### config.mk
export PLATFORM = sky130hd
export DESIGN_NAME = five_level_feedback_scheduler_top
export DESIGN_NICKNAME = d
export VERILOG_FILES = /design/src/design/fbs_pkg.sv /design/src/design/fbs_front.sv /design/src/design/fbs_queue.sv /design/src/design/fbs_back.sv /design/src/design/five_level_feedback_scheduler_top.sv
export SDC_FILE = /design/constraint.sdc
export NUM_CORES = 2
export LEC_CHECK = 0
export ABC_AREA = 1
export BUFFER_PORTS_ARGS = -buffer_cell sky130_fd_sc_hd__buf_2
export CAP_MARGIN = 10
export CORE_ASPECT_RATIO = 1.75
export CORE_MARGIN = 4
export CORE_UTILIZATION = 30
export CTS_BUF_LIST = sky130_fd_sc_hd__clkbuf_8 sky130_fd_sc_hd__clkbuf_16
export CTS_CLUSTER_SIZE = 16
export DETAILED_ROUTE_END_ITERATION = 8
export MAX_ROUTING_LAYER = met4
export PLACE_DENSITY = 0.49
export REMOVE_ABC_BUFFERS = 1
export SETUP_SLACK_MARGIN = 0.4
export SYNTH_ARGS = -nofsm -noshare
export SYNTH_HDL_FRONTEND = slang
export SYNTH_HIERARCHICAL = 1
export SYNTH_SLANG_ARGS = --single-unit
### constraint.sdc
create_clock -name clk -period 11.4 [get_ports clk]
set_input_delay 1.14 -clock clk [delete_from_list [all_inputs] [get_ports clk]]
set_output_delay 1.14 -clock clk [all_outputs]
set_load 0.01 [all_outputs]
### src/design/fbs_pkg.sv
// Shared types and constants of the five-level feedback scheduler.
package fbs_pkg;

    localparam int ID_W       = 8;
    localparam int TIME_W     = 16;
    localparam int LEVEL_W    = 3;
    localparam int ENTRY_W    = ID_W + TIME_W;
    localparam int NUM_QUANTA = 4;
    localparam int QIDX_W     = $clog2(NUM_QUANTA);
    localparam int QSLOTS     = 2;
    localparam int DATA_W     = 32;
    localparam int CFG_AW     = 4;

    localparam logic REQ_ADMIT    = 1'b0;
    localparam logic REQ_DISPATCH = 1'b1;

    typedef enum logic [2:0] {
        STATUS_ADMITTED = 3'd0,
        STATUS_REJECTED = 3'd1,
        STATUS_FINISHED = 3'd2,
        STATUS_DEMOTED  = 3'd3,
        STATUS_IDLE     = 3'd4,
        STATUS_LOST     = 3'd5
    } status_t;

    typedef enum logic {
        BK_IDLE,
        BK_EXEC
    } back_state_t;

    typedef struct packed {
        logic               req_type;
        logic [ID_W-1:0]    pid;
        logic [TIME_W-1:0]  burst;
        logic [LEVEL_W-1:0] level;
    } fbs_req_t;

    typedef logic [NUM_QUANTA-1:0][TIME_W-1:0] quanta_t;

endpackage

### src/design/fbs_front.sv
// Input stage: takes stream words, clamps the start level and hands requests on.
module fbs_front #(
    parameter int NUM_LEVELS = 5
) (
    input  logic                       clk,
    input  logic                       rst_n,
    input  logic                       s_tvalid,
    output logic                       s_tready,
    input  logic [fbs_pkg::DATA_W-1:0] s_tdata,  // process_id, burst_len, start_priority
    input  logic                       s_tuser,  // req_type
    output fbs_pkg::fbs_req_t          req,
    output logic                       req_valid,
    input  logic                       req_ready
);
    import fbs_pkg::*;

    fbs_req_t           req_reg;
    fbs_req_t           req_next;
    logic               valid_reg;
    logic [LEVEL_W-1:0] prio;

    assign s_tready  = !valid_reg || req_ready;
    assign req       = req_reg;
    assign req_valid = valid_reg;

    always_comb
    begin
        prio = s_tdata[26:24];
        req_next.req_type = s_tuser;
        req_next.pid      = s_tdata[7:0];
        req_next.burst    = s_tdata[23:8];
        // Start levels are numbered from one; out-of-range values are clamped.
        if (prio == '0)
        begin
            req_next.level = '0;
        end
        else if ({1'b0, prio} > (LEVEL_W + 1)'(NUM_LEVELS))
        begin
            req_next.level = LEVEL_W'(NUM_LEVELS - 1);
        end
        else
        begin
            req_next.level = prio - LEVEL_W'(1);
        end
    end

    always_ff @(posedge clk or negedge rst_n)
    begin
        if (!rst_n)
        begin
            valid_reg <= 1'b0;
        end
        else if (s_tready)
        begin
            valid_reg <= s_tvalid;
        end
    end

    always_ff @(posedge clk)
    begin
        if (s_tready && s_tvalid)
        begin
            req_reg <= req_next;
        end
    end

endmodule

### src/design/fbs_queue.sv
// Short request queue that decouples the input stage from the executing stage.
module fbs_queue (
    input  logic              clk,
    input  logic              rst_n,
    input  fbs_pkg::fbs_req_t wr_req,
    input  logic              wr_valid,
    output logic              wr_ready,
    output fbs_pkg::fbs_req_t rd_req,
    output logic              rd_valid,
    input  logic              rd_ready
);
    import fbs_pkg::*;

    localparam int IDX_W = $clog2(QSLOTS);
    localparam int CNT_W = $clog2(QSLOTS + 1);

    fbs_req_t         slot_reg [QSLOTS];
    logic [IDX_W-1:0] wr_ptr_reg;
    logic [IDX_W-1:0] rd_ptr_reg;
    logic [CNT_W-1:0] count_reg;
    logic             push;
    logic             pop;

    assign wr_ready = (count_reg != CNT_W'(QSLOTS));
    assign rd_valid = (count_reg != '0);
    assign rd_req   = slot_reg[rd_ptr_reg];
    assign push     = wr_valid && wr_ready;
    assign pop      = rd_valid && rd_ready;

    always_ff @(posedge clk or negedge rst_n)
    begin
        if (!rst_n)
        begin
            wr_ptr_reg <= '0;
            rd_ptr_reg <= '0;
            count_reg  <= '0;
        end
        else
        begin
            if (push)
            begin
                wr_ptr_reg <= (wr_ptr_reg == IDX_W'(QSLOTS - 1)) ? '0 : wr_ptr_reg + IDX_W'(1);
            end
            if (pop)
            begin
                rd_ptr_reg <= (rd_ptr_reg == IDX_W'(QSLOTS - 1)) ? '0 : rd_ptr_reg + IDX_W'(1);
            end
            if (push && !pop)
            begin
                count_reg <= count_reg + CNT_W'(1);
            end
            else if (pop && !push)
            begin
                count_reg <= count_reg - CNT_W'(1);
            end
        end
    end

    always_ff @(posedge clk)
    begin
        if (push)
        begin
            slot_reg[wr_ptr_reg] <= wr_req;
        end
    end

endmodule

### src/design/fbs_back.sv
// Executing stage: level queues in memory, admit and dispatch, output register.
module fbs_back #(
    parameter int QUEUE_DEPTH = 16,
    parameter int NUM_LEVELS  = 5
) (
    input  logic                       clk,
    input  logic                       rst_n,
    input  fbs_pkg::fbs_req_t          req,
    input  logic                       req_valid,
    output logic                       req_ready,
    input  fbs_pkg::quanta_t           quanta,
    output logic                       m_tvalid,
    input  logic                       m_tready,
    output logic [fbs_pkg::DATA_W-1:0] m_tdata,  // served_id, served_level, time_left
    output logic [2:0]                 m_tuser   // status
);
    import fbs_pkg::*;

    localparam int PTR_W     = $clog2(QUEUE_DEPTH);
    localparam int CNT_W     = $clog2(QUEUE_DEPTH + 1);
    localparam int MEM_DEPTH = NUM_LEVELS * QUEUE_DEPTH;
    localparam int MEM_AW    = $clog2(MEM_DEPTH);

    back_state_t        state_reg;
    back_state_t        state_next;
    logic [PTR_W-1:0]   head_reg  [NUM_LEVELS];
    logic [PTR_W-1:0]   head_next [NUM_LEVELS];
    logic [PTR_W-1:0]   tail_reg  [NUM_LEVELS];
    logic [PTR_W-1:0]   tail_next [NUM_LEVELS];
    logic [CNT_W-1:0]   count_reg [NUM_LEVELS];
    logic [CNT_W-1:0]   count_next[NUM_LEVELS];
    logic [LEVEL_W-1:0] lvl_reg;
    logic [LEVEL_W-1:0] lvl_next;
    logic               out_valid_reg;
    logic               out_valid_next;
    status_t            out_status_reg;
    status_t            out_status_next;
    logic [ID_W-1:0]    out_id_reg;
    logic [ID_W-1:0]    out_id_next;
    logic [LEVEL_W-1:0] out_level_reg;
    logic [LEVEL_W-1:0] out_level_next;
    logic [TIME_W-1:0]  out_time_reg;
    logic [TIME_W-1:0]  out_time_next;

    logic [ENTRY_W-1:0] mem [MEM_DEPTH];
    logic [ENTRY_W-1:0] rd_data_reg;
    logic               mem_we;
    logic [MEM_AW-1:0]  mem_waddr;
    logic [ENTRY_W-1:0] mem_wdata;
    logic               rd_en;
    logic [MEM_AW-1:0]  rd_addr;

    logic               out_free;
    logic               found;
    logic [LEVEL_W-1:0] found_lvl;
    logic [QIDX_W-1:0]  qidx;
    logic [TIME_W-1:0]  rem;
    logic [TIME_W-1:0]  quantum;
    logic [LEVEL_W-1:0] next_lvl;

    function automatic logic [MEM_AW-1:0] entry_addr(input logic [LEVEL_W-1:0] lvl,
                                                     input logic [PTR_W-1:0] ptr);
        return MEM_AW'(int'(lvl) * QUEUE_DEPTH + int'(ptr));
    endfunction

    function automatic logic [PTR_W-1:0] ptr_inc(input logic [PTR_W-1:0] ptr);
        return (ptr == PTR_W'(QUEUE_DEPTH - 1)) ? '0 : ptr + PTR_W'(1);
    endfunction

    assign out_free = !out_valid_reg || m_tready;
    assign m_tvalid = out_valid_reg;
    assign m_tuser  = out_status_reg;
    assign m_tdata  = {(DATA_W - TIME_W - LEVEL_W - ID_W)'(0),
                       out_time_reg, out_level_reg, out_id_reg};

    // Highest-priority nonempty level; level zero wins.
    always_comb
    begin
        found     = 1'b0;
        found_lvl = '0;
        for (int l = NUM_LEVELS - 1; l >= 0; l--)
        begin
            if (count_reg[l] != '0)
            begin
                found     = 1'b1;
                found_lvl = LEVEL_W'(l);
            end
        end
    end

    always_comb
    begin
        qidx     = (lvl_reg >= LEVEL_W'(NUM_QUANTA)) ? QIDX_W'(NUM_QUANTA - 1)
                                                     : lvl_reg[QIDX_W-1:0];
        quantum  = quanta[qidx];
        rem      = rd_data_reg[TIME_W-1:0];
        next_lvl = lvl_reg + LEVEL_W'(1);
    end

    always_comb
    begin
        case (state_reg)
            BK_IDLE:
            begin
                if (req_valid && out_free && req.req_type == REQ_DISPATCH && found)
                begin
                    state_next = BK_EXEC;
                end
                else
                begin
                    state_next = BK_IDLE;
                end
            end
            BK_EXEC:
            begin
                state_next = BK_IDLE;
            end
            default:
            begin
                state_next = BK_IDLE;
            end
        endcase
    end

    always_comb
    begin
        head_next       = head_reg;
        tail_next       = tail_reg;
        count_next      = count_reg;
        lvl_next        = lvl_reg;
        out_valid_next  = out_valid_reg && !m_tready;
        out_status_next = out_status_reg;
        out_id_next     = out_id_reg;
        out_level_next  = out_level_reg;
        out_time_next   = out_time_reg;
        req_ready       = 1'b0;
        mem_we          = 1'b0;
        mem_waddr       = '0;
        mem_wdata       = '0;
        rd_en           = 1'b0;
        rd_addr         = '0;
        case (state_reg)
            BK_IDLE:
            begin
                req_ready = out_free;
                if (req_valid && out_free)
                begin
                    if (req.req_type == REQ_ADMIT)
                    begin
                        out_valid_next = 1'b1;
                        out_id_next    = req.pid;
                        out_level_next = req.level;
                        out_time_next  = req.burst;
                        if (count_reg[req.level] == CNT_W'(QUEUE_DEPTH))
                        begin
                            out_status_next = STATUS_REJECTED;
                        end
                        else
                        begin
                            out_status_next       = STATUS_ADMITTED;
                            mem_we                = 1'b1;
                            mem_waddr             = entry_addr(req.level, tail_reg[req.level]);
                            mem_wdata             = {req.pid, req.burst};
                            tail_next[req.level]  = ptr_inc(tail_reg[req.level]);
                            count_next[req.level] = count_reg[req.level] + CNT_W'(1);
                        end
                    end
                    else if (!found)
                    begin
                        out_valid_next  = 1'b1;
                        out_status_next = STATUS_IDLE;
                        out_id_next     = '0;
                        out_level_next  = '0;
                        out_time_next   = '0;
                    end
                    else
                    begin
                        // Pop the head now; the entry is evaluated in the next cycle.
                        rd_en                = 1'b1;
                        rd_addr              = entry_addr(found_lvl, head_reg[found_lvl]);
                        head_next[found_lvl] = ptr_inc(head_reg[found_lvl]);
                        count_next[found_lvl] = count_reg[found_lvl] - CNT_W'(1);
                        lvl_next             = found_lvl;
                    end
                end
            end
            BK_EXEC:
            begin
                out_valid_next = 1'b1;
                out_id_next    = rd_data_reg[ENTRY_W-1:TIME_W];
                out_level_next = lvl_reg;
                if (lvl_reg == LEVEL_W'(NUM_LEVELS - 1) || rem <= quantum)
                begin
                    out_status_next = STATUS_FINISHED;
                    out_time_next   = '0;
                end
                else
                begin
                    out_time_next = rem - quantum;
                    if (count_reg[next_lvl] == CNT_W'(QUEUE_DEPTH))
                    begin
                        out_status_next = STATUS_LOST;
                    end
                    else
                    begin
                        out_status_next      = STATUS_DEMOTED;
                        mem_we               = 1'b1;
                        mem_waddr            = entry_addr(next_lvl, tail_reg[next_lvl]);
                        mem_wdata            = {rd_data_reg[ENTRY_W-1:TIME_W], rem - quantum};
                        tail_next[next_lvl]  = ptr_inc(tail_reg[next_lvl]);
                        count_next[next_lvl] = count_reg[next_lvl] + CNT_W'(1);
                    end
                end
            end
            default:
            begin
                req_ready = 1'b0;
            end
        endcase
    end

    always_ff @(posedge clk or negedge rst_n)
    begin
        if (!rst_n)
        begin
            state_reg     <= BK_IDLE;
            out_valid_reg <= 1'b0;
            for (int l = 0; l < NUM_LEVELS; l++)
            begin
                head_reg[l]  <= '0;
                tail_reg[l]  <= '0;
                count_reg[l] <= '0;
            end
        end
        else
        begin
            state_reg     <= state_next;
            out_valid_reg <= out_valid_next;
            head_reg      <= head_next;
            tail_reg      <= tail_next;
            count_reg     <= count_next;
        end
    end

    always_ff @(posedge clk)
    begin
        lvl_reg        <= lvl_next;
        out_status_reg <= out_status_next;
        out_id_reg     <= out_id_next;
        out_level_reg  <= out_level_next;
        out_time_reg   <= out_time_next;
    end

    always_ff @(posedge clk)
    begin
        if (mem_we)
        begin
            mem[mem_waddr] <= mem_wdata;
        end
        if (rd_en)
        begin
            rd_data_reg <= mem[rd_addr];
        end
    end

endmodule

### src/design/five_level_feedback_scheduler_top.sv
// Top level of the five-level feedback scheduler with its quantum registers.
//
// Requests enter on the s_ stream: tuser selects admit or dispatch, tdata carries
// the process id, burst time and start level. Each request yields one result word
// on the m_ stream with its status in tuser and id, level and time left in tdata.
// Quanta of the first four levels are set through the APB port; a write of zero
// is stored as one, and deeper levels reuse the fourth quantum.
// An input register and a two-entry queue feed the executing stage, which keeps
// all level queues in one memory of NUM_LEVELS * QUEUE_DEPTH entries.
// An admit is finished in the idle state of the executing stage. A dispatch first
// reads the queue head from memory, then compares, subtracts and, on demotion,
// writes the entry back to the next level.
// After reset all levels are empty and every quantum is one; no clearing pass.
// When the receiver stalls, the result register holds its word, the queue fills
// and then s_tready drops; no word is lost.
module five_level_feedback_scheduler_top #(
    parameter int QUEUE_DEPTH = 16,
    parameter int NUM_LEVELS  = 5
) (
    input  logic                       clk,
    input  logic                       rst_n,
    input  logic                       s_tvalid,
    output logic                       s_tready,
    input  logic [fbs_pkg::DATA_W-1:0] s_tdata,  // process_id, burst_len, start_priority
    input  logic                       s_tuser,  // req_type
    output logic                       m_tvalid,
    input  logic                       m_tready,
    output logic [fbs_pkg::DATA_W-1:0] m_tdata,  // served_id, served_level, time_left
    output logic [2:0]                 m_tuser,  // status
    input  logic                       psel,
    input  logic                       penable,
    input  logic                       pwrite,
    input  logic [fbs_pkg::CFG_AW-1:0] paddr,
    input  logic [fbs_pkg::DATA_W-1:0] pwdata,
    output logic [fbs_pkg::DATA_W-1:0] prdata,
    output logic                       pready
);
    import fbs_pkg::*;

    quanta_t           quantum_reg;
    logic              cfg_write;
    logic [QIDX_W-1:0] cfg_idx;
    logic [TIME_W-1:0] cfg_val;
    fbs_req_t          front_req;
    logic              front_valid;
    logic              front_ready;
    fbs_req_t          back_req;
    logic              back_valid;
    logic              back_ready;

    assign pready    = 1'b1;
    assign cfg_write = psel && penable && pwrite;
    assign cfg_idx   = paddr[CFG_AW-1:2];
    assign cfg_val   = pwdata[TIME_W-1:0];
    assign prdata    = DATA_W'(quantum_reg[cfg_idx]);

    always_ff @(posedge clk or negedge rst_n)
    begin
        if (!rst_n)
        begin
            for (int i = 0; i < NUM_QUANTA; i++)
            begin
                quantum_reg[i] <= TIME_W'(1);
            end
        end
        else if (cfg_write)
        begin
            quantum_reg[cfg_idx] <= (cfg_val == '0) ? TIME_W'(1) : cfg_val;
        end
    end

    fbs_front #(
        .NUM_LEVELS (NUM_LEVELS)
    ) u_front (
        .clk       (clk),
        .rst_n     (rst_n),
        .s_tvalid  (s_tvalid),
        .s_tready  (s_tready),
        .s_tdata   (s_tdata),
        .s_tuser   (s_tuser),
        .req       (front_req),
        .req_valid (front_valid),
        .req_ready (front_ready)
    );

    fbs_queue u_queue (
        .clk      (clk),
        .rst_n    (rst_n),
        .wr_req   (front_req),
        .wr_valid (front_valid),
        .wr_ready (front_ready),
        .rd_req   (back_req),
        .rd_valid (back_valid),
        .rd_ready (back_ready)
    );

    fbs_back #(
        .QUEUE_DEPTH (QUEUE_DEPTH),
        .NUM_LEVELS  (NUM_LEVELS)
    ) u_back (
        .clk       (clk),
        .rst_n     (rst_n),
        .req       (back_req),
        .req_valid (back_valid),
        .req_ready (back_ready),
        .quanta    (quantum_reg),
        .m_tvalid  (m_tvalid),
        .m_tready  (m_tready),
        .m_tdata   (m_tdata),
        .m_tuser   (m_tuser)
    );

endmodule
* After elaboration in Yosys (flattened, before gate mapping)
Memory sizes are Yosys's and may differ from the RTL's. A register that Yosys moved wholly into a read port is not among the register bits.
Index checks and enable logic that the tools add are counted.
** Word-level totals
- Memory bits (read-only) :: 0
- Memory bits (writable) :: 1976
- Latch bits :: 0
- Memories :: 2
- Flip-flop bits (word level) :: 197
- Output and inout port bits :: 70
** Memories
- u_back.mem :: depth 80, width 24, read ports 1, clocked after memory_dff 1, wr ports 1, line fbs_back.sv:45 : logic [ENTRY_W-1:0] mem [MEM_DEPTH];
- u_queue.slot_reg :: depth 2, width 28, read ports 1, clocked after memory_dff 0, wr ports 1, line fbs_queue.sv:17 : fbs_req_t slot_reg [QSLOTS];
** Operators by class
- Bitwise operators :: 4
- Multiplexer cells :: 133
- Equality and inequality tests :: 15
- Shift-type cells :: 0
- Div/mod/pow operators :: 0
- Magnitude comparators :: 12
- Reduce and logical (&&, ||, !) cells :: 37
- $mul :: 0
- $add $sub $neg :: 16
** Operator list (number)
- two-way mux 25 bit :: 6
- two-way mux 16 bit :: 8
- two-way mux 24 bit :: 5
- two-way mux 20 bit :: 5
- bitwise mux 25 bit :: 3
- binary-select mux 16 bit (select 2 bit) :: 2
- bitwise mux 64 bit :: 1
- two-way mux 7 bit :: 9
- bitwise mux 20 bit :: 3
- case mux 25 bit (2 select lines) :: 1
- two-way mux 4 bit :: 12
- case mux 24 bit (2 select lines) :: 1
- binary-select mux 5 bit (select 3 bit) :: 3
- demux 5 bit (select 3 bit) :: 3
- two-way mux 5 bit :: 9
- two-way mux 3 bit :: 14
- case mux 20 bit (2 select lines) :: 1
- binary-select mux 4 bit (select 3 bit) :: 3
- demux 4 bit (select 3 bit) :: 3
- demux 16 bit (select 2 bit) :: 1
- case mux 16 bit (2 select lines) :: 1
- two-way mux 1 bit :: 26
- nonzero test 5 bit :: 5
- two-way mux 8 bit :: 3
- other kinds (41) :: 89

* Logic depth before layout (Yosys ltp)
- Word-level depth :: 16
- Depth in mapped cells :: 23
- Mapped depth without buffers :: 22

* Cells and area by module
Netlist, hierarchy kept.
** By module, submodules not included
- fbs_back :: instances 1, area an instance 91169.9 µm², cells an instance 8832, sequential area each 61043.5 µm²
- five_level_feedback_scheduler_top :: instances 1, area an instance 3034.2 µm², cells an instance 373, sequential area each 1606.5 µm²
- fbs_queue :: instances 1, area an instance 2262.2 µm², cells an instance 175, sequential area each 1781.7 µm²
- fbs_front :: instances 1, area an instance 959.7 µm², cells an instance 49, sequential area each 865.8 µm²

* Worst setup path after synthesis
Ideal clock, no wire load.
- Kind :: register to register
- Start point :: register u_back.lvl_reg[0]
- End point :: memory u_back/mem[0][15] (netlist bit), data pin
- Arrival time :: 5548 ps
- Path buffers :: 5
- Cell stages (with the launch flop) :: 20
- Slack :: 5214 ps
- Data required time :: 10762 ps
- Clock period less this slack :: 6186 ps
- Cells stage by stage :: edfxtp_1 buf_2 nor2_1 clkbuf_1 buf_1 a21oi_1 a22o_1 ha_1 nand2_1 o21ai_1 nand2_1 o211ai_1 a21oi_1 o21ai_1 nand2_1 nor2_1 nand2_2 buf_4 clkbuf_1 o22ai_1
** Between the ends
- Word-level cells in the longest chain between the ends :: 9
** RTL lines
- start, declared :: line fbs_back.sv:32 : logic [LEVEL_W-1:0] lvl_reg;
- start signal, assigned :: line fbs_back.sv:247 : lvl_reg <= lvl_next;
- branches (longest 7 deep; another with subtractor 16 bit)
- two-way mux 24 bit (*) :: line fbs_back.sv:192 : if (lvl_reg == LEVEL_W'(NUM_LEVELS - 1) || rem <= quantum)
- case mux 24 bit (2 select lines) (*) :: line fbs_back.sv:142 : case (state_reg)
- named net u_back.mem_wdata[15] :: line fbs_back.sv:49 : logic [ENTRY_W-1:0] mem_wdata;
- end, declared :: line fbs_back.sv:45
Mark *: on every way through the listed nets, which the timed path passes. The select of a mux whose other input is x is not followed.

==> metrics.md <==
| Metric | Value |
|---|---|
| Status | finished, final reports clean |
| Clk sink count | 2197 |
| Post-Synth Simple-Gate Area | roughly a fifth |
| Leak pwr | ~44 nW |
| TNS Setup | 0 ns |
| Sequential share of the synthesized area | between 60 and 70% |
| Post-DP HPWL | 190 mm |
| Die W | approximately 440 um |
| # fillers | 32400 |
| Final period util | 66.6% |
| Post-cts repair resize count | 0 |
| Vias per cell | just under 5 |
| Clock buffer depth | 4 |
| MaxCap Viol Count | 0 |
| Pins Over Slew Limit | 0 |
| Crit path launch | u_queue/rd_ptr_reg$_DFFE_PN0P_ |
| Largest net degree at the start of global routing | ~180 |
| CP startpoint kind | flop |
| Cell area after synthesis | between 90000 and 100000 um2 |
| Setup bufs post-CTS | 0 |
| Root Buffer Master | clkbuf_16 |
| Critical setup path kind | reg2reg |
| Skew final | roughly 0.050 ns |
| Vias in the first global route | about 65000 |
| GRT overflow | 0 |
| Slew margin rel. | between 10% and 20% |
| YS warnings | 6 |
| Dpl ws | a little under 4 ns |
| CP arrival | 8.10 ns |
| CTS clock-pin slew for the worst setup and hold paths | around 0.07 ns |
| Reg-to-reg critical path startpoint | u_queue/rd_ptr_reg$_DFFE_PN0P_ |
| Crit-path max FO | 31 |
| Ys flop type | edfxtp_1 |
| Overall routing resource usage | 18.9% |
| XOR/XNOR Fraction of Synth Area | less than 1% |
| Max Clk Rate | about 0.13 GHz |
| Final setup fails | 0 |
| Reg2Reg Capture Point | u_back/mem[18][23]$_DFFE_PP_ |
| Area of the core | roughly 320000 um2 |
| Max rail drop VDD | approximately 0.00017 V |
| Fin nets | approximately 9600 |
| Final Total Pwr | 0.0316 W |
| RSZ-0062 raised after global routing | no |
| Setup crit end | u_back/mem[18][23]$_DFFE_PP_ |
| Final Hold Viols | 0 |
| Slack of the critical path | around 3.8 ns |
| Vias after detailed routing | between 60000 and 70000 |
| Placer's final routability congestion estimate | between 0.9 and 1 |
| Tmin final | ~7.6 ns |
| Post-synth EDFFs | between 2000 and 2500 |
| FF+latch count, synth | ~2200 |
| Initial antenna violation count | 8 |
| Syn Area/Cell | roughly 10 um2 |
| Die area | about 330000 um2 |
| Complex-gate fraction of the synthesized area | around 4.2% |
| CP endpoint kind | flop |
| Worst slew pin tran | around 1.3 ns |
| DRC | 0 |
| Share of cells above drive strength 1 | just over 8% |
| Max reg flops | around 1900 |
| Fin util | 33.9% |
| Placed insts | between 10000 and 15000 |
| Hold WC Path Type | in2async |
| Rows | ~280 |
| Layout Cells excl Fill | roughly 14000 |
| Critical path required time | about 12 ns |
| IO Count | roughly 150 |
| Multiplexer share of the synthesized area | less than 1% |
| DR pass1 iterations | 8 |
| Routed WL per cell | around 23 um |
| Distinct cells, synth | 58 |
| Inserted Clock Buffers | 203 |
| Adder-cell share of the synthesized area | 0.393% |
| Mapped Cells | 9429 |
| Hold_buf cts | 0 |
| H-Tree Level Count | 4 |
| CTS tree | built |
| Initial Util | ~30% |
| First-pass GRT wire length | roughly 450 mm |
| R2R Setup Slk | roughly 3.8 ns |
| Antenna viol nets, final | 0 |
| Die Ht | around 760 um |
| Routed WL | 315 mm |
| IO buf count | 100 |
| Largest family of logic cells by synthesized area | simple AND/OR/NAND/NOR gates |
| Initial DRC count | 5522 |
| Skew-Pair Late Insertion Delay | 0.89 ns |
| Asr flop ratio synth | under 10% |
| Area growth syn-to-layout | 12.5% |
| Reg2reg path depth | 20 |
| PwrDens | 288 nW/um2 |
[logic make-up after synthesis]
kind of cell / Yosys count
AOI/OAI and AO/OA: 673
xor gates and xnor gates: 23
adders and majority gates: 30
buffers and inverters: 2173
DFF: 2197
muxes: 5
other: 3
and+or+nand+nor: 4325
[cell usage in the layout, fill, tap and decap left out, drive strengths merged, types with 5 or more instances in the layout]
cell type,netlist,layout
a21oi,73,73
a22o,15,15
a22oi,16,16
a31oi,14,14
buf,412,300
bufinv,0,14
clkbuf,71,210
clkinv,3,84
clkinvlp,0,5
conb,3,22
dfrtp,132,132
edfxtp,2061,2061
ha,29,29
inv,1687,1739
mux2,5,5
nand2,2310,2310
nand3,1406,1406
nand4,34,34
nor2,440,440
nor3,96,96
nor4,5,5
o211ai,115,115
o21ai,278,278
o221ai,36,36
o22ai,106,106
or2,33,33
xnor2,7,7
xor2,16,16
[final cells by class]
type | instances | area (um2) | area share [%]
repair buffers | 300 | 2200 | 2.01
clock buffers | 210 | 5240 | 4.79
clock inverters | 152 | 1070 | 0.975
well taps | 4309 | 5390 | 4.92
diodes | 3 | 7.51 | 0.00685
flip-flops and latches | 2197 | 65300 | 59.6
multi-input cells | 5078 | 24000 | 21.9
inverters | 1690 | 6350 | 5.80
[per-layer routing]
| layer | track usage (%) | vias to the layer above | part of all wire (%) |
|---|---|---|---|
| li1 | - | 31200 | - |
| met1 | 21.0 | 33200 | 38 |
| met2 | 32.7 | 2072 | 51 |
| met3 | 1.72 | 683 | 4.4 |
| met4 | 11.7 | 0 | 7.2 |
| met5 | - | - | 0 |
[how the worst min path moves through the flow]
| stage | from | to | slack, ns | cells after the start |
|---|---|---|---|---|
| 6_report | rst_n | u_back/count_reg[16]$_DFFE_PN0P_ | 0.33 | 1 |
| 5_1_grt | rst_n | u_back/count_reg[13]$_DFFE_PN0P_ | 0.38 | 1 |
| 4_1_cts | rst_n | u_back/count_reg[9]$_DFFE_PN0P_ | 0.34 | 1 |
| 3_5_place_dp | u_front/req[16]$_DFFE_PP_ | u_queue/slot_reg[0][16]$_DFFE_PP_ | 0.44 | 0 |
| 3_3_place_gp | u_front/req[8]$_DFFE_PP_ | u_queue/slot_reg[0][8]$_DFFE_PP_ | 0.43 | 0 |
| 2_1_floorplan | u_front/req[0]$_SDFFCE_PP0P_ | u_queue/slot_reg[0][0]$_DFFE_PP_ | 0.42 | 0 |
[where the power goes]
| group | leakage, nW | switching, W | internal (W) |
|---|---|---|---|
| Combinational | 20.3 | 0.0105 | 0.00288 |
| Clock | 3.27 | 0.00303 | 0.00363 |
| Sequential | 20.7 | 0.000317 | 0.0112 |
| Total | 44.3 | 0.0138 | 0.0178 |
[cell usage after synthesis, drive strengths merged, types with 2 or more instances]
cell type  number  area [um2]
mux2            5        56.3
inv          1687        6330
xnor2           7        61.3
a22oi          16         120
o221ai         36         315
o21bai          2        15.0
a221oi          2        17.5
nand3        1406        7070
nor3           96         507
o21ai         278        1400
nand2        2310        8720
a22o           15         131
or2            33         206
nor2          440        1740
clkinv          3        11.3
dfstp           4         105
nor4            5        31.3
edfxtp       2061       61900
clkbuf         71         267
o211ai        115         863
a211oi          4        30.0
dfrtp         132        3300
conb            3        11.3
nand4          34         225
a32oi           2        17.5
xor2           16         140
a21boi          2        15.0
o21a            3        22.5
a2111oi         2        17.5
a21oi          73         365
buf           412        2230
ha             29         363
a31oi          14        93.8
o22ai         106         676
[critical path: stages, from the launching register on]
cell and delay (ns):
dfrtp_1 0.58, inv_2 0.66, nand2_1 0.10, nand2_1 0.26, nor2_1 0.11, nand2_1 0.35
inv_1 0.15, nand2_1 0.09, o221ai_1 0.10, a221oi_1 0.63, ha_1 0.29, nand2_1 0.07
nor3_2 0.27, inv_2 0.11, nand3_2 0.07, buf_4 0.62, o22ai_1 0.40, nor2_1 0.37
nand2_1 0.51, nor2_2 0.93, buf_4 0.45
[through the flow]
| stage | instance area [um2] | hold slack (ns) |
|---|---|---|
| floorplan | 95000 | 0.421 |
| global placement | 103000 | 0.427 |
| detailed placement | 103000 | 0.437 |
| finish | 110000 | 0.326 |
| CTS | 110000 | 0.345 |
| global route | 110000 | 0.383 |
(Power assumes the default switching activity.)
